[src/rtl/core/bmp_pkg.sv]
// ----------------------------------------------------------------------------
// bmp_pkg
// Shared types and constants of the BMP 24-bit to RGB565 placer.
// ----------------------------------------------------------------------------
package bmp_pkg;

   localparam int MAX_IMAGE_WIDTH = 1280;
   localparam int SCREEN_MAX      = 1024;

   localparam int CSR_W    = 11;
   localparam int COORD_W  = 10;
   localparam int COLOR_W  = 16;
   localparam int COL_BITS = $clog2(MAX_IMAGE_WIDTH + 1);
   localparam int RB_BITS  = $clog2(MAX_IMAGE_WIDTH * 3 + 4);

   // header byte offsets
   localparam logic [5:0] HDR_DATA   = 6'd10;
   localparam logic [5:0] HDR_WIDTH  = 6'd18;
   localparam logic [5:0] HDR_HEIGHT = 6'd22;
   localparam logic [5:0] HDR_PLANES = 6'd26;
   localparam logic [5:0] HDR_BITS   = 6'd28;
   localparam logic [5:0] HDR_COMP   = 6'd30;
   localparam logic [5:0] HDR_END    = 6'd33;

   localparam logic [15:0] BITS_24 = 16'd24;

   // result kinds
   localparam logic [1:0] KIND_PIXEL  = 2'd0;
   localparam logic [1:0] KIND_REJECT = 2'd1;
   localparam logic [1:0] KIND_FINISH = 2'd2;
   localparam logic [1:0] KIND_EARLY  = 2'd3;

   // register indexes
   localparam logic CSR_SCREEN_WIDTH  = 1'b0;
   localparam logic CSR_SCREEN_HEIGHT = 1'b1;

   localparam int RSP_DEPTH    = 8;
   localparam int RSP_PTR_W    = $clog2(RSP_DEPTH);
   localparam int RSP_CNT_W    = $clog2(RSP_DEPTH + 1);
   localparam int RSP_TDATA_W  = ((2 * COORD_W + COLOR_W + 7) / 8) * 8;

   typedef struct packed {
      logic [1:0]         kind;
      logic [COORD_W-1:0] x;
      logic [COORD_W-1:0] y;
      logic [COLOR_W-1:0] color;
      logic               last;
   } bmp_result_type;

   // up to two results produced by one file byte
   typedef struct packed {
      logic [1:0]     count;
      bmp_result_type first;
      bmp_result_type second;
   } bmp_push_type;

endpackage

[src/rtl/core/bmp24_to_rgb565_placer.sv]
// ----------------------------------------------------------------------------
// bmp24_to_rgb565_placer
// Streams a 24-bit BMP file in and places its pixels as RGB565, centred where the image fits, clipped where not.
// ----------------------------------------------------------------------------
// Usage:
//   req_* carries the file one byte per beat, req_tlast on its final byte.
//   rsp_* carries results: tuser is the kind (pixel, header rejected, image
//   finished, file ended early), tlast marks the last result of a byte.
//   csr_* writes the screen width (index 0) and height (index 1); the values
//   are taken when a header is judged, so a write applies to the next file.
// Timing:
//   One byte per cycle while req_tready is high. A byte is held in the input
//   register, is decoded into the result queue the next cycle, and its first
//   result is valid once written there. A byte yields at most two results;
//   the queue (8 entries) drains one result a cycle while rsp_tready is high.
// Reset:
//   Synchronous; screen size returns to 128 x 128 and parsing to the header.
// Backpressure:
//   When rsp_tready stays low the queue fills and req_tready drops once fewer
//   than two free slots remain beyond what the byte in flight may need.
// ----------------------------------------------------------------------------
module bmp24_to_rgb565_placer import bmp_pkg::*; (
   input  logic                   clock,
   input  logic                   reset,
   // request: tdata = file_byte[7:0]; tlast = byte_last
   input  logic                   req_tvalid,
   output logic                   req_tready,
   input  logic [7:0]             req_tdata,
   input  logic                   req_tlast,
   // response: tdata = pixel_x[9:0], pixel_y[19:10], pixel_color[35:20], zero fill
   output logic                   rsp_tvalid,
   input  logic                   rsp_tready,
   output logic [RSP_TDATA_W-1:0] rsp_tdata,
   // tuser = result_kind[1:0]
   output logic [1:0]             rsp_tuser,
   output logic                   rsp_tlast,
   input  logic                   csr_wen,
   input  logic                   csr_index,
   input  logic [CSR_W-1:0]       csr_wdata
);

   logic                 beat;
   logic                 stage_busy;
   bmp_push_type         push;
   bmp_result_type       rsp_data;
   logic [RSP_CNT_W-1:0] count;

   // room for the byte in flight plus the one arriving now
   assign req_tready = (RSP_CNT_W'(count) + (stage_busy ? RSP_CNT_W'(2) : '0))
                       <= RSP_CNT_W'(RSP_DEPTH - 2);
   assign beat       = req_tvalid && req_tready;

   bmp_parser u_parser (
      .clock      (clock),
      .reset      (reset),
      .beat_valid (beat),
      .file_byte  (req_tdata),
      .byte_last  (req_tlast),
      .csr_wen    (csr_wen),
      .csr_index  (csr_index),
      .csr_wdata  (csr_wdata),
      .stage_busy (stage_busy),
      .push       (push)
   );

   bmp_rsp_fifo u_rsp_fifo (
      .clock     (clock),
      .reset     (reset),
      .push      (push),
      .pop_ready (rsp_tready),
      .pop_valid (rsp_tvalid),
      .pop_data  (rsp_data),
      .count     (count)
   );

   assign rsp_tdata = RSP_TDATA_W'({rsp_data.color, rsp_data.y, rsp_data.x});
   assign rsp_tuser = rsp_data.kind;
   assign rsp_tlast = rsp_data.last;

endmodule

[src/rtl/core/bmp_parser.sv]
// ----------------------------------------------------------------------------
// bmp_parser
// Input register, header parse, geometry latch and pixel placement.
// ----------------------------------------------------------------------------
module bmp_parser import bmp_pkg::*; (
   input  logic             clock,
   input  logic             reset,
   input  logic             beat_valid,
   input  logic [7:0]       file_byte,
   input  logic             byte_last,
   input  logic             csr_wen,
   input  logic             csr_index,
   input  logic [CSR_W-1:0] csr_wdata,
   output logic             stage_busy,
   output bmp_push_type     push
);

   localparam logic [1:0] PH_HEADER = 2'd0;
   localparam logic [1:0] PH_GAP    = 2'd1;
   localparam logic [1:0] PH_ROWS   = 2'd2;
   localparam logic [1:0] PH_DONE   = 2'd3;

   logic                in_valid_ff;
   logic [7:0]          in_byte_ff;
   logic                in_last_ff;

   logic [CSR_W-1:0]    sw_ff, sh_ff;

   logic [1:0]          phase_ff, phase_in;
   logic [31:0]         pos_ff, pos_in;
   logic [31:0]         data_offset_ff, data_offset_in;
   logic [31:0]         width_ff, width_in;
   logic [31:0]         height_ff, height_in;
   logic [15:0]         planes_ff, planes_in;
   logic [15:0]         bits_ff, bits_in;
   logic [31:0]         comp_kind_ff, comp_kind_in;
   logic [RB_BITS-1:0]  idx_ff, idx_in;
   logic [1:0]          comp_ff, comp_in;
   logic [COL_BITS-1:0] px_ff, px_in;
   logic [31:0]         skip_ff, skip_in;
   logic [CSR_W-1:0]    to_draw_ff, to_draw_in;
   logic [COORD_W-1:0]  cur_row_ff, cur_row_in;
   logic [7:0]          blue_ff, blue_in;
   logic [7:0]          green_ff, green_in;
   logic [COORD_W-1:0]  x_start_ff, x_start_in;
   logic [COL_BITS-1:0] draw_cols_ff, draw_cols_in;
   logic [RB_BITS-1:0]  row_bytes_ff, row_bytes_in;

   // header judgment
   logic [31:0]         comp_full;
   logic                hdr_ok;
   logic [CSR_W-1:0]    sw_eff, sh_eff;
   logic                w_fit, h_fit;
   logic [CSR_W-1:0]    w11, h11, ys;
   logic [RB_BITS-1:0]  w_rb, rb_sum;
   logic [COORD_W-1:0]  j_x_start, j_top;
   logic [COL_BITS-1:0] j_draw_cols;
   logic [RB_BITS-1:0]  j_row_bytes;
   logic [31:0]         j_skip;
   logic [CSR_W-1:0]    j_draw;

   logic [5:0]          lo, rel;
   logic                pix_v, ev_v;
   logic [1:0]          ev_kind;
   bmp_result_type      pix_r, ev_r;

   assign stage_busy = in_valid_ff;

   assign comp_full = {in_byte_ff, comp_kind_ff[23:0]};
   assign sw_eff = (sw_ff == '0) ? CSR_W'(1) :
                   (sw_ff > CSR_W'(SCREEN_MAX)) ? CSR_W'(SCREEN_MAX) : sw_ff;
   assign sh_eff = (sh_ff == '0) ? CSR_W'(1) :
                   (sh_ff > CSR_W'(SCREEN_MAX)) ? CSR_W'(SCREEN_MAX) : sh_ff;

   assign hdr_ok = (planes_ff == 16'd1) && (bits_ff == BITS_24) && (comp_full == '0) &&
                   (width_ff != '0) && (width_ff <= 32'(MAX_IMAGE_WIDTH)) &&
                   (height_ff != '0) && !height_ff[31];

   assign w_fit = width_ff <= 32'(sw_eff);
   assign h_fit = height_ff <= 32'(sh_eff);
   assign w11   = width_ff[CSR_W-1:0];
   assign h11   = height_ff[CSR_W-1:0];

   assign j_x_start   = w_fit ? COORD_W'((sw_eff - w11) >> 1) : '0;
   assign j_draw_cols = w_fit ? COL_BITS'(width_ff) : COL_BITS'(sw_eff);

   assign w_rb        = RB_BITS'(width_ff);
   assign rb_sum      = (w_rb << 1) + w_rb + RB_BITS'(3);
   assign j_row_bytes = {rb_sum[RB_BITS-1:2], 2'b00};

   assign ys     = (sh_eff - h11) >> 1;
   assign j_skip = h_fit ? '0 : height_ff - 32'(sh_eff);
   assign j_draw = h_fit ? h11 : sh_eff;
   assign j_top  = h_fit ? COORD_W'(ys + h11 - CSR_W'(1)) : COORD_W'(sh_eff - CSR_W'(1));

   assign lo = pos_ff[5:0];

   always_comb begin
      phase_in       = phase_ff;
      pos_in         = pos_ff;
      data_offset_in = data_offset_ff;
      width_in       = width_ff;
      height_in      = height_ff;
      planes_in      = planes_ff;
      bits_in        = bits_ff;
      comp_kind_in   = comp_kind_ff;
      idx_in         = idx_ff;
      comp_in        = comp_ff;
      px_in          = px_ff;
      skip_in        = skip_ff;
      to_draw_in     = to_draw_ff;
      cur_row_in     = cur_row_ff;
      blue_in        = blue_ff;
      green_in       = green_ff;
      x_start_in     = x_start_ff;
      draw_cols_in   = draw_cols_ff;
      row_bytes_in   = row_bytes_ff;
      rel            = '0;
      pix_v          = 1'b0;
      ev_v           = 1'b0;
      ev_kind        = KIND_PIXEL;
      pix_r          = '0;

      if (in_valid_ff) begin
         if (pos_ff != '1) begin
            pos_in = pos_ff + 32'd1;
         end

         case (phase_ff)
            PH_HEADER: begin
               // each header field is written one byte at a time, little endian
               if (pos_ff[31:6] == '0) begin
                  if (lo >= HDR_DATA && lo < HDR_DATA + 6'd4) begin
                     rel = lo - HDR_DATA;
                     data_offset_in[{rel[1:0], 3'b000} +: 8] = in_byte_ff;
                  end else if (lo >= HDR_WIDTH && lo < HDR_WIDTH + 6'd4) begin
                     rel = lo - HDR_WIDTH;
                     width_in[{rel[1:0], 3'b000} +: 8] = in_byte_ff;
                  end else if (lo >= HDR_HEIGHT && lo < HDR_HEIGHT + 6'd4) begin
                     rel = lo - HDR_HEIGHT;
                     height_in[{rel[1:0], 3'b000} +: 8] = in_byte_ff;
                  end else if (lo >= HDR_PLANES && lo < HDR_PLANES + 6'd2) begin
                     rel = lo - HDR_PLANES;
                     planes_in[{rel[0], 3'b000} +: 8] = in_byte_ff;
                  end else if (lo >= HDR_BITS && lo < HDR_BITS + 6'd2) begin
                     rel = lo - HDR_BITS;
                     bits_in[{rel[0], 3'b000} +: 8] = in_byte_ff;
                  end else if (lo >= HDR_COMP && lo < HDR_COMP + 6'd4) begin
                     rel = lo - HDR_COMP;
                     comp_kind_in[{rel[1:0], 3'b000} +: 8] = in_byte_ff;
                  end
                  if (lo == HDR_END) begin
                     if (hdr_ok) begin
                        phase_in     = PH_GAP;
                        x_start_in   = j_x_start;
                        draw_cols_in = j_draw_cols;
                        row_bytes_in = j_row_bytes;
                        skip_in      = j_skip;
                        to_draw_in   = j_draw;
                        cur_row_in   = j_top;
                        idx_in       = '0;
                        comp_in      = '0;
                        px_in        = '0;
                     end else begin
                        phase_in = PH_DONE;
                        ev_v     = 1'b1;
                        ev_kind  = KIND_REJECT;
                     end
                  end
               end
            end
            PH_GAP, PH_ROWS: begin
               if (phase_ff == PH_ROWS || pos_ff >= data_offset_ff) begin
                  phase_in = PH_ROWS;
                  if (skip_ff == '0 && px_ff < draw_cols_ff) begin
                     case (comp_ff)
                        2'd0: blue_in = in_byte_ff;
                        2'd1: green_in = in_byte_ff;
                        default: begin
                           pix_v       = 1'b1;
                           pix_r.kind  = KIND_PIXEL;
                           pix_r.x     = x_start_ff + COORD_W'(px_ff);
                           pix_r.y     = cur_row_ff;
                           pix_r.color = {in_byte_ff[7:3], green_ff[7:2], blue_ff[7:3]};
                           if (px_ff == draw_cols_ff - COL_BITS'(1)) begin
                              to_draw_in = to_draw_ff - CSR_W'(1);
                              if (to_draw_ff == CSR_W'(1)) begin
                                 phase_in = PH_DONE;
                                 ev_v     = 1'b1;
                                 ev_kind  = KIND_FINISH;
                              end else if (cur_row_ff != '0) begin
                                 cur_row_in = cur_row_ff - COORD_W'(1);
                              end
                           end
                        end
                     endcase
                  end
                  // row end, padding included
                  if (idx_ff >= row_bytes_ff - RB_BITS'(1)) begin
                     idx_in  = '0;
                     comp_in = '0;
                     px_in   = '0;
                     if (skip_ff != '0) begin
                        skip_in = skip_ff - 32'd1;
                     end
                  end else begin
                     idx_in = idx_ff + RB_BITS'(1);
                     if (comp_ff == 2'd2) begin
                        comp_in = '0;
                        px_in   = px_ff + COL_BITS'(1);
                     end else begin
                        comp_in = comp_ff + 2'd1;
                     end
                  end
               end
            end
            default: ;
         endcase

         if (in_last_ff) begin
            if (phase_in != PH_DONE) begin
               ev_v    = 1'b1;
               ev_kind = KIND_EARLY;
            end
            phase_in = PH_HEADER;
            pos_in   = '0;
            idx_in   = '0;
            comp_in  = '0;
            px_in    = '0;
         end
      end

      ev_r       = '0;
      ev_r.kind  = ev_kind;
      ev_r.last  = 1'b1;
      pix_r.last = !ev_v;

      push.count  = {1'b0, pix_v} + {1'b0, ev_v};
      push.first  = pix_v ? pix_r : ev_r;
      push.second = ev_r;
   end

   always_ff @(posedge clock) begin
      if (reset) begin
         in_valid_ff <= 1'b0;
         sw_ff       <= CSR_W'(128);
         sh_ff       <= CSR_W'(128);
         phase_ff    <= PH_HEADER;
         pos_ff      <= '0;
         idx_ff      <= '0;
         comp_ff     <= '0;
         px_ff       <= '0;
      end else begin
         in_valid_ff <= beat_valid;
         phase_ff    <= phase_in;
         pos_ff      <= pos_in;
         idx_ff      <= idx_in;
         comp_ff     <= comp_in;
         px_ff       <= px_in;
         if (csr_wen) begin
            case (csr_index)
               CSR_SCREEN_WIDTH:  sw_ff <= csr_wdata;
               CSR_SCREEN_HEIGHT: sh_ff <= csr_wdata;
               default: ;
            endcase
         end
      end
   end

   always_ff @(posedge clock) begin
      if (beat_valid) begin
         in_byte_ff <= file_byte;
         in_last_ff <= byte_last;
      end
      data_offset_ff <= data_offset_in;
      width_ff       <= width_in;
      height_ff      <= height_in;
      planes_ff      <= planes_in;
      bits_ff        <= bits_in;
      comp_kind_ff   <= comp_kind_in;
      skip_ff        <= skip_in;
      to_draw_ff     <= to_draw_in;
      cur_row_ff     <= cur_row_in;
      blue_ff        <= blue_in;
      green_ff       <= green_in;
      x_start_ff     <= x_start_in;
      draw_cols_ff   <= draw_cols_in;
      row_bytes_ff   <= row_bytes_in;
   end

endmodule

[src/rtl/core/bmp_rsp_fifo.sv]
// ----------------------------------------------------------------------------
// bmp_rsp_fifo
// Result queue: takes up to two results a cycle, hands out one a cycle while pop_ready is high.
// ----------------------------------------------------------------------------
module bmp_rsp_fifo import bmp_pkg::*; (
   input  logic                 clock,
   input  logic                 reset,
   input  bmp_push_type         push,
   input  logic                 pop_ready,
   output logic                 pop_valid,
   output bmp_result_type       pop_data,
   output logic [RSP_CNT_W-1:0] count
);

   bmp_result_type       mem_ff [RSP_DEPTH];
   logic [RSP_PTR_W-1:0] wr_ptr_ff, wr_ptr_in;
   logic [RSP_PTR_W-1:0] rd_ptr_ff, rd_ptr_in;
   logic [RSP_CNT_W-1:0] count_ff, count_in;
   logic                 pop;
   logic [RSP_PTR_W-1:0] wr_next;

   assign pop       = pop_valid && pop_ready;
   assign pop_valid = count_ff != '0;
   assign pop_data  = mem_ff[rd_ptr_ff];
   assign count     = count_ff;
   assign wr_next   = wr_ptr_ff + RSP_PTR_W'(1);

   always_comb begin
      wr_ptr_in = wr_ptr_ff + RSP_PTR_W'(push.count);
      rd_ptr_in = pop ? rd_ptr_ff + RSP_PTR_W'(1) : rd_ptr_ff;
      count_in  = count_ff + RSP_CNT_W'(push.count) - RSP_CNT_W'(pop);
   end

   always_ff @(posedge clock) begin
      if (reset) begin
         wr_ptr_ff <= '0;
         rd_ptr_ff <= '0;
         count_ff  <= '0;
      end else begin
         wr_ptr_ff <= wr_ptr_in;
         rd_ptr_ff <= rd_ptr_in;
         count_ff  <= count_in;
      end
   end

   always_ff @(posedge clock) begin
      if (push.count != 2'd0) begin
         mem_ff[wr_ptr_ff] <= push.first;
      end
      if (push.count == 2'd2) begin
         mem_ff[wr_next] <= push.second;
      end
   end

endmodule
[config.mk]
export PLATFORM = sky130hd
export DESIGN_NAME = bmp24_to_rgb565_placer
export DESIGN_NICKNAME = d
export VERILOG_FILES = /design/src/rtl/core/bmp_pkg.sv /design/src/rtl/core/bmp24_to_rgb565_placer.sv /design/src/rtl/core/bmp_parser.sv /design/src/rtl/core/bmp_rsp_fifo.sv
export SDC_FILE = /design/constraint.sdc
export NUM_CORES = 1
export LEC_CHECK = 0
export CAP_MARGIN = 10
export CORE_MARGIN = 2
export CORE_UTILIZATION = 40
export DETAILED_ROUTE_END_ITERATION = 8
export DONT_BUFFER_PORTS = 1
export GPL_TIMING_DRIVEN = 0
export PLACE_DENSITY = 0.52
export SYNTH_ARGS = -nofsm -noshare
export SYNTH_HDL_FRONTEND = slang
export SYNTH_HIERARCHICAL = 1
export SYNTH_SLANG_ARGS = --single-unit
[constraint.sdc]
create_clock -name clock -period 8.33 [get_ports clock]
set_input_delay 0.833 -clock clock [delete_from_list [all_inputs] [get_ports clock]]
set_output_delay 0.833 -clock clock [all_outputs]
set_load 0.01 [all_outputs]
==> results of run 1 <==
## synth_stat cells (61+ instances only)
library cell               instances  area share [%]
sky130_fd_sc_hd__xor2_1           74             1.8
sky130_fd_sc_hd__edfxtp_1        568              46
sky130_fd_sc_hd__a21oi_1         118             1.6
sky130_fd_sc_hd__nor2_1          172             1.7
sky130_fd_sc_hd__nor4_1           72             1.2
sky130_fd_sc_hd__o21ai_0          91             1.2
sky130_fd_sc_hd__nand3_1          61            0.83
sky130_fd_sc_hd__clkbuf_1         67            0.68
sky130_fd_sc_hd__inv_1           181             1.8
sky130_fd_sc_hd__nor3_1           64            0.87
sky130_fd_sc_hd__dfxtp_1          95             5.1
sky130_fd_sc_hd__mux4_2           78             4.7
sky130_fd_sc_hd__ha_1            176             6.0
sky130_fd_sc_hd__nand2_1         185             1.9
sky130_fd_sc_hd__xnor2_1         104             2.5
sky130_fd_sc_hd__mux2_2          335              10
## worst paths after layout
kind                                           end  slack [ns]
setup / recovery  u_parser/cur_row_ff[9]$_DFFE_PP_        2.21
hold / removal    u_parser/in_byte_ff[5]$_DFFE_PP_        0.28
setup reg to reg  u_parser/cur_row_ff[9]$_DFFE_PP_        2.21
hold reg to reg     u_parser/sh_ff[8]$_SDFFE_PP0P_        0.48
## power by group through the flow
stage | combinational, mW | sequential (mW) | clock [mW]
2_1_floorplan | 0.609 | 3.73 | 0
3_3_place_gp | 0.842 | 3.77 | 0
5_1_grt | 0.953 | 3.70 | 3.46
3_5_place_dp | 0.871 | 3.76 | 0
6_report | 0.871 | 3.69 | 3.25
4_1_cts | 0.876 | 3.69 | 3.34
## registers in the layout, indices dropped and copies added, names as in the netlist, 12 cells and up, named ones only
register                 flops
u_parser/bits_ff            16
u_parser/comp_kind_ff       24
u_parser/data_offset_ff     32
u_parser/height_ff          32
u_parser/idx_ff             12
u_parser/planes_ff          16
u_parser/pos_ff             32
u_parser/skip_ff            32
u_parser/width_ff           32
u_rsp_fifo/mem_ff          312
## cell type report
cell class                      instances  share of cell area [%]
Buffer                                161                    2.16
Clock buffer                           93                    4.79
Timing Repair Buffer                   26                    1.21
Multi-Input combinational cell       2040                    40.1
Sequential cell                       663                    45.5
Clock inverter                         41                   0.958
Tap cell                             1186                    3.56
Inverter                              184                    1.66
## logic make-up (layout without fill, tap and decap cells)
group | Yosys count | after routing | share of synthesized area, %
AO/OA/AOI/OAI | 378 | 378 | 6.43
XOR/XNOR | 180 | 180 | 4.30
adder cells (fa/ha/maj) | 183 | 183 | 6.33
buffers and inverters | 345 | 505 | 4.30
flip-flops | 663 | 663 | 51.3
multiplexers | 453 | 453 | 16.1
other | 3 | 41 | 0.0304
AND/OR/NAND/NOR | 805 | 805 | 11.3
## stage by stage
step           power (mW)  hold slack, ns  util [%]  instances
6_report             7.81           0.282      45.4       4394
5_1_grt              8.11           0.255      45.4       4394
4_1_cts              7.90           0.243      45.4       4392
3_5_place_dp         4.63           0.479      42.8       4258
3_3_place_gp         4.61           0.475      42.1       4234
2_1_floorplan        4.34           0.444         -       3048
## per-layer routing
layer / vias up / share of wire [%] / GRT usage, %
met5: - / 0 / 0
met4: 0 / 3.3 / 7.90
met3: 168 / 5.3 / 3.39
met2: 667 / 48 / 36.5
met1: 12200 / 44 / 28.7
li1: 11500 / - / -
==> summary.md, run 1 <==
| Metric | Value |
|---|---|
| Run status | `complete, no violations` |
| Proportion of power drawn by flip-flops and latches | `47.3%` |
| Critical hold path startpoint | `req_tdata[5]` |
| Unrepaired setup endpoints after global routing | `false` |
| Async S/R FF share, synth | `0%` |
| Detailed placer's ending HPWL | `75700 microns` |
| Path category of the worst min-delay check | `in2reg` |
| Post-detailed-placement cell area | `39200 sq um` |
| Post-synth EDFFs | `568` |
| Routability congestion estimate | `0.899` |
| Number of search-and-repair iterations in the first detailed-routing pass | `6` |
| Leak | `15.9 nW` |
| Commonest non-fill, non-tap cell in the layout | `sky130_fd_sc_hd__edfxtp_1` |
| Flip-flop and latch area | `19000 sq um` |
| Clock tree from TritonCTS | `built` |
| WS Path Type | `reg2reg` |
| NumNets Final | `3361` |
| Final worst path period need | `6.12 ns` |
| Summed instance area of the synthesized netlist | `37000 sq um` |
| Headroom to the max-slew limit | `22.9%` |
| Resized cells post-CTS | `0` |
| Required time of the worst setup path | `8.68 ns` |
| Detail-routed via count per cell | `5.59` |
| Clock-pin slew on the worst setup and hold paths | `0.06 ns` |
| Maximum root-to-sink buffer count | `3` |
| Areal power density over the cells | `188 nW/um^2` |
| Number of clock sinks seen by CTS | `663` |
| Die Outline Area | `94900 sq um` |
| Total wire length | `103000 microns` |
| Setup Viol. Count Final | `0` |
| Worst-case clock skew | `0.0290 ns` |
| Number of diodes | `0` |
| Accumulated negative setup slack | `0 ns` |
| Critical Path Start | `u_parser/sh_ff[10]$_SDFFE_PP0P_` |
| Core Region | `91700 sq um` |
| Yosys reg bits | `663` |
| Number of warnings issued by yosys | `6` |
| Cell internal power dissipation | `5.86 mW` |
| Total buffers and inverters traversed by the critical path | `4` |
| Worst supply voltage drop on vdd | `0.000144 V` |
| Leading cell types in the layout, fill and taps excluded | `sky130_fd_sc_hd__edfxtp_1, sky130_fd_sc_hd__mux2_2, sky130_fd_sc_hd__nand2_1, sky130_fd_sc_hd__inv_1, sky130_fd_sc_hd__ha_1` |
| Multi-input gate area | `16700 sq um` |
| Final worst-path cycle share | `73.5%` |
| Depth of the worst hold-timing path | `0` |
| Via count | `24600` |
| Launch instance of the worst register-to-register path | `u_parser/sh_ff[10]$_SDFFE_PP0P_` |
| First DRT Iteration DRCs | `1951` |
| Overall global routing resource usage | `21.8%` |
| Cell depth of the worst setup path | `22` |
| Routed len/inst | `23.5 microns` |
| Cts bufs inserted | `76` |
| Post-route setup slack | `2.21 ns` |
| Global route total overflow | `0` |
| Arrival time of data at the critical path endpoint | `6.47 ns` |
| Fraction of layout cells with a size suffix above 1 | `20.9%` |
| Crit path cell chain | `clkbuf_1 > clkinv_1 > nand2_1 > inv_1 > ha_1 > nor2b_1 > o21ai_0 > a21oi_1 > o21ai_0 > a21boi_0 > o21a_1 > or2_2 > ha_1 > inv_1 > ha_1 > nand3_1 > o211ai_1 > o41ai_1 > xnor2_1 > xnor2_1 > o211ai_1 > o21ai_0` |
| Number of instances in the synthesized netlist | `3010` |
| Peak clock frequency supported by timing | `163 MHz` |
| Switch Pwr | `1.95 mW` |
| Largest net degree at the start of global routing | `29` |
| Post-route cell area | `41600 sq um` |
| Startpoint kind of the worst setup timing path | `register` |
| Syn avg cell area | `12.3 sq um` |
| Number of unique standard cell types used by synthesis | `92` |
| Commonest register cell after synthesis | `sky130_fd_sc_hd__edfxtp_1` |
| Number of global-route vias before repair | `24800` |
| Initial core utilization | `40.4%` |
| Slowest cell on the critical path | `sky130_fd_sc_hd__o211ai_1` |
| Count of hold-fix buffers inserted at cts | `0` |
| Sequential area share after synthesis | `51.3%` |
| Sw frac | `25.0%` |
| Final ANT Viol Nets | `0` |
| Number of H-tree levels | `3` |
| Std-Cell Rows | `111` |
| CP max FO | `10` |
| Die height | `308 microns` |
| Die width | `308 microns` |
| Actual slew at the worst max-slew pin | `1.15 ns` |
| Layout Area Growth over Synthesis | `12.6%` |
| First-pass GRT wire length | `155000 microns` |
| Cell at the root of the clock tree | `sky130_fd_sc_hd__clkbuf_16` |
| Final number of hold-violating endpoints | `0` |
| Layout fillers | `8361` |
| Number of antenna violations at the first check in global routing | `3` |
| Worst setup EP type | `register` |
| Port Buf Inserts | `0` |
| Slowest Stage Delay on Critical Path | `0.48 ns` |
| Depth of the worst register-to-register path | `22` |
| Ports | `71` |
| Post-CTS setup buffer count | `0` |
| Clk Latency, worst-skew pair | `0.64 ns` |
| DRC errors left | `0` |
| Final max-slew violation count | `0` |
| Count of maximum capacitance violations | `0` |
| Top Family by Delay on Critical Path | `compound AO/OA/AOI/OAI gates` |
| Portion of total power attributed to combinational logic | `11.1%` |
| Setup slack at placement | `2.03 ns` |
| Power share of the clock group | `41.6%` |
(Power assumes the default switching activity.)
==> run 2: changes to the inputs <==
Settings changed: ABC_AREA set to 1.
Clock period 8.33 ns to 5.64 ns, I/O delays scaled along.
==> run 2 against run 1 <==
Compared with the run above:
- maximum frequency increased by 16%
- hold slack worse by 0.22 ns
- synthesized cell count grew 67%
- global-route usage grew 3.6 points
- non-clock buffer count up 162
- sequential share of layout area fell by 3.2 points
- combinational power grew to 2.8 times the previous value
- sequential cell count unchanged
- critical endpoint is now u_rsp_fifo/mem_ff[1][17]$_DFFE_PP_
- largest cell class unchanged
==> summary.md, run 2 <==
| Metric | Value |
|---|---|
| Run status | `complete, no violations (unchanged)` |
| Slowest cell on the critical path | `sky130_fd_sc_hd__dfxtp_1 (was sky130_fd_sc_hd__o211ai_1)` |
| Worst supply voltage drop on vdd | `0.000276 V (was 0.000144 V)` |
| Number of flip-flops in the largest register | `312 (unchanged)` |
| Reg-to-reg slack, setup | `0.34 ns (was 2.21 ns)` |
| NumNets Final | `5384 (was 3361)` |
| Number of warnings issued by yosys | `6 (unchanged)` |
| Top Family by Delay on Critical Path | `simple AND/OR/NAND/NOR gates (was compound AO/OA/AOI/OAI gates)` |
| Detailed placer's ending HPWL | `97000 microns (was 75700 microns)` |
| Cell depth of the worst setup path | `26 (was 22)` |
| Total wire length | `131000 microns (was 103000 microns)` |
| Commonest register cell after synthesis | `sky130_fd_sc_hd__edfxtp_1 (unchanged)` |
| Worst-case clock skew | `0.0360 ns (was 0.0290 ns)` |
| Ports | `71 (unchanged)` |
| Arrival time of data at the critical path endpoint | `5.64 ns (was 6.47 ns)` |
| Final number of hold-violating endpoints | `0 (unchanged)` |
| Depth of the worst register-to-register path | `26 (was 22)` |
| Unrepaired setup endpoints after global routing | `false (unchanged)` |
| Post-synth EDFFs | `568 (unchanged)` |
| Number of H-tree levels | `3 (unchanged)` |
| Largest net degree at the start of global routing | `24 (was 29)` |
| First DRT Iteration DRCs | `3324 (was 1951)` |
| Share of Yosys cell area claimed by the top area cell type | `42.8% (was 46.1%)` |
| Die Outline Area | `102000 sq um (was 94900 sq um)` |
| Total buffers and inverters traversed by the critical path | `6 (was 4)` |
| Setup Viol. Count Final | `0 (unchanged)` |
| Final Core Density | `45.4% (about the same)` |
| Final ANT Viol Nets | `0 (unchanged)` |
| Worst setup EP type | `register (unchanged)` |
| Worst hold-check slack | `0.0650 ns (was 0.282 ns)` |
| Core Region | `98600 sq um (was 91700 sq um)` |
| Port Buf Inserts | `0 (unchanged)` |
| Syn avg cell area | `7.93 sq um (was 12.3 sq um)` |
| Summed instance area of the synthesized netlist | `39900 sq um (was 37000 sq um)` |
| WS Path Type | `reg2reg (unchanged)` |
| Std-Cell Rows | `115 (was 111)` |
| Most common cell on crit path | `sky130_fd_sc_hd__nand2_1` |
| Clock tree from TritonCTS | `built (unchanged)` |
| Path category of the worst min-delay check | `in2reg (unchanged)` |
| Setup slack at placement | `-0.0723 ns (was 2.03 ns)` |
| First-pass GRT wire length | `196000 microns (was 155000 microns)` |
| Final worst path period need | `5.30 ns (was 6.12 ns)` |
| Areal power density over the cells | `293 nW/um^2 (was 188 nW/um^2)` |
| Routed len/inst | `20.0 microns (was 23.5 microns)` |
| Clk Latency, worst-skew pair | `0.66 ns (was 0.64 ns)` |
| Cell at the root of the clock tree | `sky130_fd_sc_hd__clkbuf_16 (unchanged)` |
| Final worst-path cycle share | `94.0% (was 73.5%)` |
| Number of antenna violations at the first check in global routing | `0 (was 3)` |
| Actual slew at the worst max-slew pin | `1.03 ns (was 1.15 ns)` |
| Fraction of layout cells with a size suffix above 1 | `8.19% (was 20.9%)` |
| Count of maximum capacitance violations | `0 (unchanged)` |
| Layout fillers | `9769 (was 8361)` |
| Overall global routing resource usage | `25.4% (was 21.8%)` |
| Final max-slew violation count | `0 (unchanged)` |
| DRC errors left | `0 (unchanged)` |
| Number of global-route vias before repair | `31500 (was 24800)` |
| Post-route setup slack | `0.338 ns (was 2.21 ns)` |
| Leak | `19.8 nW (was 15.9 nW)` |
| Peak clock frequency supported by timing | `189 MHz (was 163 MHz)` |
| Routability congestion estimate | `0.917 (was 0.899)` |
| Clock-pin slew on the worst setup and hold paths | `0.06 ns (about the same)` |
| Most instantiated library cell after synthesis | `sky130_fd_sc_hd__nand2_1 (was sky130_fd_sc_hd__edfxtp_1)` |
| Number of search-and-repair iterations in the first detailed-routing pass | `6 (unchanged)` |
| Sequential area share after synthesis | `47.6% (was 51.3%)` |
| Number of diodes | `0 (unchanged)` |
| Number of instances in the synthesized netlist | `5029 (was 3010)` |
| Required time of the worst setup path | `5.97 ns (was 8.68 ns)` |
| Maximum root-to-sink buffer count | `3 (unchanged)` |
| Layout Area Growth over Synthesis | `12.3% (was 12.6%)` |
| Number of clock sinks seen by CTS | `663 (unchanged)` |
| Depth of the worst hold-timing path | `2 (was 0)` |
| Detail-routed via count per cell | `5.14 (was 5.59)` |
| Die width | `320 microns (was 308 microns)` |
| Cts bufs inserted | `80 (was 76)` |
| Most frequent cells after synthesis | `sky130_fd_sc_hd__nand2_1, sky130_fd_sc_hd__edfxtp_1, sky130_fd_sc_hd__nand3_1 (was sky130_fd_sc_hd__edfxtp_1, sky130_fd_sc_hd__mux2_2, sky130_fd_sc_hd__nand2_1)` |
| Commonest non-fill, non-tap cell in the layout | `sky130_fd_sc_hd__nand2_1 (was sky130_fd_sc_hd__edfxtp_1)` |
| Largest cells by area after synthesis | `sky130_fd_sc_hd__edfxtp_1, sky130_fd_sc_hd__nand2_1, sky130_fd_sc_hd__nand3_1 (was sky130_fd_sc_hd__edfxtp_1, sky130_fd_sc_hd__mux2_2, sky130_fd_sc_hd__ha_1)` |
| Startpoint kind of the worst setup timing path | `register (unchanged)` |
| Initial core utilization | `40.4% (about the same)` |
| Die height | `320 microns (was 308 microns)` |
| Yosys reg bits | `663 (unchanged)` |
| CP max FO | `18 (was 10)` |
| Async S/R FF share, synth | `0% (unchanged)` |
| Post-Place Cells | `6371 (was 4258)` |
| Most flop-heavy register | `u_rsp_fifo/mem_ff (unchanged)` |
| Leading cell types in the layout, fill and taps excluded | `sky130_fd_sc_hd__nand2_1, sky130_fd_sc_hd__edfxtp_1, sky130_fd_sc_hd__nand3_1, sky130_fd_sc_hd__inv_1, sky130_fd_sc_hd__nor2_1 (was sky130_fd_sc_hd__edfxtp_1, sky130_fd_sc_hd__mux2_2, sky130_fd_sc_hd__nand2_1, sky130_fd_sc_hd__inv_1, sky130_fd_sc_hd__ha_1)` |
| Slowest Stage Delay on Critical Path | `0.39 ns (was 0.48 ns)` |
| Global route total overflow | `0 (unchanged)` |
| Non-filler instance count after layout | `6523 (was 4394)` |
| Via count | `33500 (was 24600)` |
| Headroom to the max-slew limit | `31.1% (was 22.9%)` |
| Cell type with the highest aggregate area in the netlist | `sky130_fd_sc_hd__edfxtp_1 (unchanged)` |
| Number of unique standard cell types used by synthesis | `61 (was 92)` |
[run 2: cell types whose count changed in the layout (fill, tap and decap cells not counted), moves of 49 or more]
cell / before / now
sky130_fd_sc_hd__nor2_1: 172 / 386
sky130_fd_sc_hd__o21ai_0: 87 / 162
sky130_fd_sc_hd__buf_2: 39 / 91
sky130_fd_sc_hd__nor4_1: 71 / 22
sky130_fd_sc_hd__inv_1: 181 / 443
sky130_fd_sc_hd__a21oi_1: 116 / 168
sky130_fd_sc_hd__nand2_1: 185 / 1802
sky130_fd_sc_hd__xnor2_1: 104 / 24
sky130_fd_sc_hd__mux4_2: 78 / 0
sky130_fd_sc_hd__nand3_1: 61 / 454
sky130_fd_sc_hd__mux2_2: 335 / 0
[run 2: metal layers]
metal  up-vias  global-route usage [%]  wire length (microns)
li1      16600                       -                      -
met1     15500                    34.4                  57100
met2      1149                    42.2                  60900
met3       237                    2.83                   8020
met4         0                    9.12                   4750
met5         -                       0                      0
[run 2: path summary, 6_finish.rpt]
check / startpoint / end
worst max-delay path: u_parser/pos_ff[0]$_SDFFE_PP0P_ / u_rsp_fifo/mem_ff[1][17]$_DFFE_PP_
worst min-delay path: csr_wdata[7] / u_parser/sw_ff[7]$_SDFFE_PP1P_
worst max register to register: u_parser/pos_ff[0]$_SDFFE_PP0P_ / u_rsp_fifo/mem_ff[1][17]$_DFFE_PP_
worst min register to register: u_parser/sh_ff[5]$_SDFFE_PP0P_ / u_parser/sh_ff[5]$_SDFFE_PP0P_
[run 2: cell families (layout without fill, tap and decap cells)]
kind of cell               Yosys count  after routing  synth area share [%]
buffers and inverters              777            946                  8.35
AOI/OAI and AO/OA                  414            414                  5.61
DFF                                663            663                  47.6
xor gates and xnor gates           110            110                  2.42
and+or+nand+nor                   2879           2879                  30.2
other                                3             41                0.0283
adders and majority gates          183            183                  5.88
[run 2: cell type report]
| type | instances | area (sq um) | share of cell area (%) |
|---|---|---|---|
| well taps | 1287 | 1610 | 3.60 |
| flip-flops and latches | 663 | 19000 | 42.4 |
| inverters | 454 | 1710 | 3.81 |
| clock buffers | 96 | 2160 | 4.82 |
| clock inverters | 47 | 433 | 0.967 |
| plain buffers | 322 | 1620 | 3.61 |
| multi-input cells | 3627 | 17800 | 39.8 |
| repair buffers | 27 | 444 | 0.992 |
[run 2: through the flow]
stage | power (mW) | TNS (ns) | instance area (sq um)
floorplan | 7.14 | -50.58 | 40000
CTS | 13.2 | 0 | 44700
global route | 13.7 | 0 | 44800
detailed placement | 8.03 | -1.32 | 42000
global placement | 8.01 | -1273.43 | 41600
finish | 13.1 | 0 | 44800
[run 2: where the power goes]
part           total [mW]  internal (mW)  leakage (nW)  switching, mW
clock                5.17           3.04          1.27           2.13
sequential           5.49           5.40          5.59         0.0866
combinational        2.48          0.640          12.9           1.84
total                13.1           9.08          19.8           4.05
[run 2: what timing repair did]
action | 4_1_cts | 5_1_grt
endpoints found under the setup margin | 20 | 125
resized for setup | 1 | 4
setup buffers | 0 | 1
hold buffers | 9 | 0
endpoints found under the hold margin | 9 | 0
==> run 3: changes to the inputs <==
Settings changed: CORE_UTILIZATION 40 to 44, PLACE_DENSITY 0.52 to 0.57.
==> run 3 against run 2 <==
Compared with the run above:
- final cell count down 1.8%
- sequential cell count unchanged
- register-to-register slack better by 0.06 ns
- final area down 0.56%
- clock power down 1%
- critical path depth down 1
- setup slack better by 0.058 ns
- critical path type unchanged
- critical endpoint is now u_rsp_fifo/mem_ff[5][16]$_DFFE_PP_
- largest cell class unchanged
- largest power group unchanged
==> summary.md, run 3 (synthesized netlist as in run 2, its figures left out) <==
| Metric | Value |
|---|---|
| Core Region | `89900 sq um (was 98600 sq um)` |
| Detail-routed via count per cell | `5.26 (was 5.14)` |
| First-pass GRT wire length | `191000 microns (was 196000 microns)` |
| Most common cell on crit path | `sky130_fd_sc_hd__nand2_1 (unchanged)` |
| Cell internal power dissipation | `9.09 mW (was 9.08 mW)` |
| Via count | `33700 (was 33500)` |
| Run status | `complete, no violations (unchanged)` |
| Met1 track utilization from global routing | `36.1% (was 34.4%)` |
| Non-filler instance count after layout | `6407 (was 6523)` |
| Count of maximum capacitance violations | `0 (unchanged)` |
| First DRT Iteration DRCs | `2982 (was 3324)` |
| Worst-case clock skew | `0.0299 ns (was 0.0360 ns)` |
| Switch Pwr | `3.97 mW (was 4.05 mW)` |
| Launch instance of the worst register-to-register path | `u_parser/pos_ff[0]$_SDFFE_PP0P_ (unchanged)` |
| Die height | `305 microns (was 320 microns)` |
| Fraction of layout cells with a size suffix above 1 | `8.11% (was 8.19%)` |
| Number of antenna violations at the first check in global routing | `1 (was 0)` |
| Largest net degree at the start of global routing | `25 (was 24)` |
| Ports | `71 (unchanged)` |
| Commonest non-fill, non-tap cell in the layout | `sky130_fd_sc_hd__nand2_1 (unchanged)` |
| Leak | `19.7 nW (was 19.8 nW)` |
| Number of H-tree levels | `3 (unchanged)` |
| Leading cell types in the layout, fill and taps excluded | `sky130_fd_sc_hd__nand2_1, sky130_fd_sc_hd__edfxtp_1, sky130_fd_sc_hd__nand3_1, sky130_fd_sc_hd__inv_1, sky130_fd_sc_hd__nor2_1 (unchanged)` |
| Arrival time of data at the critical path endpoint | `5.58 ns (was 5.64 ns)` |
| Number of global-route vias before repair | `31600 (was 31500)` |
| Proportion of power drawn by flip-flops and latches | `42.0% (was 41.8%)` |
| Post-route cell area | `44500 sq um (was 44800 sq um)` |
| Sw frac | `30.4% (was 30.8%)` |
| GR Util met2 | `44.5% (was 42.2%)` |
| Startpoint kind of the worst setup timing path | `register (unchanged)` |
| Actual slew at the worst max-slew pin | `1.09 ns (was 1.03 ns)` |
| Clock tree from TritonCTS | `built (unchanged)` |
| WS Path Type | `reg2reg (unchanged)` |
| Port Buf Inserts | `0 (unchanged)` |
| Die width | `305 microns (was 320 microns)` |
| Areal power density over the cells | `293 nW/um^2 (about the same)` |
| Layout Area Growth over Synthesis | `11.7% (was 12.3%)` |
| Routed len/inst | `19.8 microns (was 20.0 microns)` |
| NumNets Final | `5381 (was 5384)` |
| Layout fillers | `8806 (was 9769)` |
| DRC errors left | `0 (unchanged)` |
| Multi-input gate area | `17800 sq um (about the same)` |
| Std-Cell Rows | `110 (was 115)` |
| Final max-slew violation count | `0 (unchanged)` |
| Number of search-and-repair iterations in the first detailed-routing pass | `8 (was 6)` |
| Worst supply voltage drop on vdd | `0.000234 V (was 0.000276 V)` |
| Number of clock sinks seen by CTS | `663 (unchanged)` |
| Slowest Stage Delay on Critical Path | `0.38 ns (was 0.39 ns)` |
| Post-detailed-placement cell area | `41800 sq um (was 42000 sq um)` |
| Portion of total power attributed to combinational logic | `18.8% (was 18.9%)` |
| Accumulated negative setup slack | `0 ns (unchanged)` |
| Clk Latency, worst-skew pair | `0.65 ns (was 0.66 ns)` |
| Critical hold path startpoint | `csr_wdata[7] (unchanged)` |
| Flip-flop and latch area | `19000 sq um (unchanged)` |
| Global route total overflow | `0 (unchanged)` |
| Reg-to-reg slack, setup | `0.40 ns (was 0.34 ns)` |
| Detailed placer's ending HPWL | `94300 microns (was 97000 microns)` |
| CP max FO | `22 (was 18)` |
| Peak clock frequency supported by timing | `191 MHz (was 189 MHz)` |
| Path category of the worst min-delay check | `in2reg (unchanged)` |
| Gr busiest metal | `met2 (unchanged)` |
| Routability congestion estimate | `0.923 (was 0.917)` |
| Cts bufs inserted | `77 (was 80)` |
| Overall power after layout | `13.1 mW (about the same)` |
| Maximum root-to-sink buffer count | `3 (unchanged)` |
| Final number of hold-violating endpoints | `0 (unchanged)` |
| Headroom to the max-slew limit | `27.2% (was 31.1%)` |
| Setup Viol. Count Final | `0 (unchanged)` |
| Depth of the worst register-to-register path | `25 (was 26)` |
| Die Outline Area | `93000 sq um (was 102000 sq um)` |
| Post-Place Cells | `6256 (was 6371)` |
| Depth of the worst hold-timing path | `2 (unchanged)` |
| Unrepaired setup endpoints after global routing | `false (unchanged)` |
| Clock-pin slew on the worst setup and hold paths | `0.06 ns (about the same)` |
| Initial core utilization | `44.3% (was 40.4%)` |
| Final ANT Viol Nets | `0 (unchanged)` |
| Slowest cell on the critical path | `sky130_fd_sc_hd__dfxtp_1 (unchanged)` |
| Reg-to-reg endpoint | `u_rsp_fifo/mem_ff[5][16]$_DFFE_PP_ (was u_rsp_fifo/mem_ff[1][17]$_DFFE_PP_)` |
| Required time of the worst setup path | `5.98 ns (was 5.97 ns)` |
| GR Util met3 | `3.57% (was 2.83%)` |
| Final Core Density | `49.5% (was 45.4%)` |
| Most flop-heavy register | `u_rsp_fifo/mem_ff (unchanged)` |
| Final worst path period need | `5.24 ns (was 5.30 ns)` |
| Cell at the root of the clock tree | `sky130_fd_sc_hd__clkbuf_16 (unchanged)` |
| Total wire length | `127000 microns (was 131000 microns)` |
| Power share of the clock group | `39.2% (was 39.4%)` |
| Overall global routing resource usage | `26.9% (was 25.4%)` |
| Number of flip-flops in the largest register | `312 (unchanged)` |
| Final worst-path cycle share | `93.0% (was 94.0%)` |
| Number of diodes | `0 (unchanged)` |
| Worst setup EP type | `register (unchanged)` |
| Hold Crit Endpoint | `u_parser/sw_ff[7]$_SDFFE_PP1P_ (unchanged)` |
## run 3: worst max-delay path, delay by kind of cell (launching register included)
family	cells	cell delay [ns]
buffers and inverters	5	1.25
adder cells (fa/ha/maj)	2	0.63
AO/OA/AOI/OAI	3	0.78
AND/OR/NAND/NOR	15	1.87
flip-flops	1	0.38
## run 3: worst max-delay path by stage
stage	slack, ns	endpoint	startpoint	cells past startpoint
floorplan	-0.19	u_rsp_fifo/mem_ff[7][0]$_DFFE_PP_	u_parser/pos_ff[0]$_SDFFE_PP0P_	22
global placement	-4.30	u_rsp_fifo/mem_ff[7][21]$_DFFE_PP_	u_parser/to_draw_ff[1]$_DFFE_PP_	16
detailed placement	0.14	u_rsp_fifo/mem_ff[7][19]$_DFFE_PP_	u_parser/pos_ff[0]$_SDFFE_PP0P_	25
CTS	0.13	u_rsp_fifo/mem_ff[7][19]$_DFFE_PP_	u_parser/pos_ff[0]$_SDFFE_PP0P_	25
global route	0.004	u_rsp_fifo/mem_ff[7][17]$_DFFE_PP_	u_parser/pos_ff[0]$_SDFFE_PP0P_	25
finish	0.40	u_rsp_fifo/mem_ff[5][16]$_DFFE_PP_	u_parser/pos_ff[0]$_SDFFE_PP0P_	25
## run 3: timing repair
item / CTS / global route
hold buffers: 9 / 0
buffers inserted: 0 / 3
endpoints found under the hold margin: 9 / 0
gates resized for setup: 0 / 7
endpoints found under the setup margin: 0 / 139
## run 3: metrics by stage
step | hold WS, ns | setup slack [ns]
2_1_floorplan | 0.443 | -0.190
3_3_place_gp | 0.470 | -4.30
3_5_place_dp | 0.478 | 0.138
4_1_cts | 0.0349 | 0.131
5_1_grt | 0.0387 | 0.00438
6_report | 0.0670 | 0.396
## run 3: cell type report
cell class	instances	area share, %
repair buffers	25	0.812
clock buffers	97	4.73
flip-flops and latches	663	42.6
multi-input cells	3628	40.1
plain buffers	323	3.65
inverters	454	3.83
clock inverters	41	1.01
well taps	1176	3.31
## run 3: per-layer routing
layer / vias up / share of wire (%) / wire, microns
met4: 2 / 3.9 / 4920
met2: 1321 / 46 / 58900
met1: 15500 / 42 / 53400
li1: 16600 / - / -
met5: - / 0.010 / 13
met3: 257 / 7.6 / 9610
## run 3: power by group through the flow
stage / combinational [mW] / sequential (mW) / clock [mW]
after floorplan: 1.59 / 5.55 / 0
after global placement: 2.39 / 5.59 / 0
after detailed placement: 2.41 / 5.59 / 0
after CTS: 2.43 / 5.48 / 5.21
after global routing: 2.72 / 5.49 / 5.38
final: 2.46 / 5.48 / 5.12
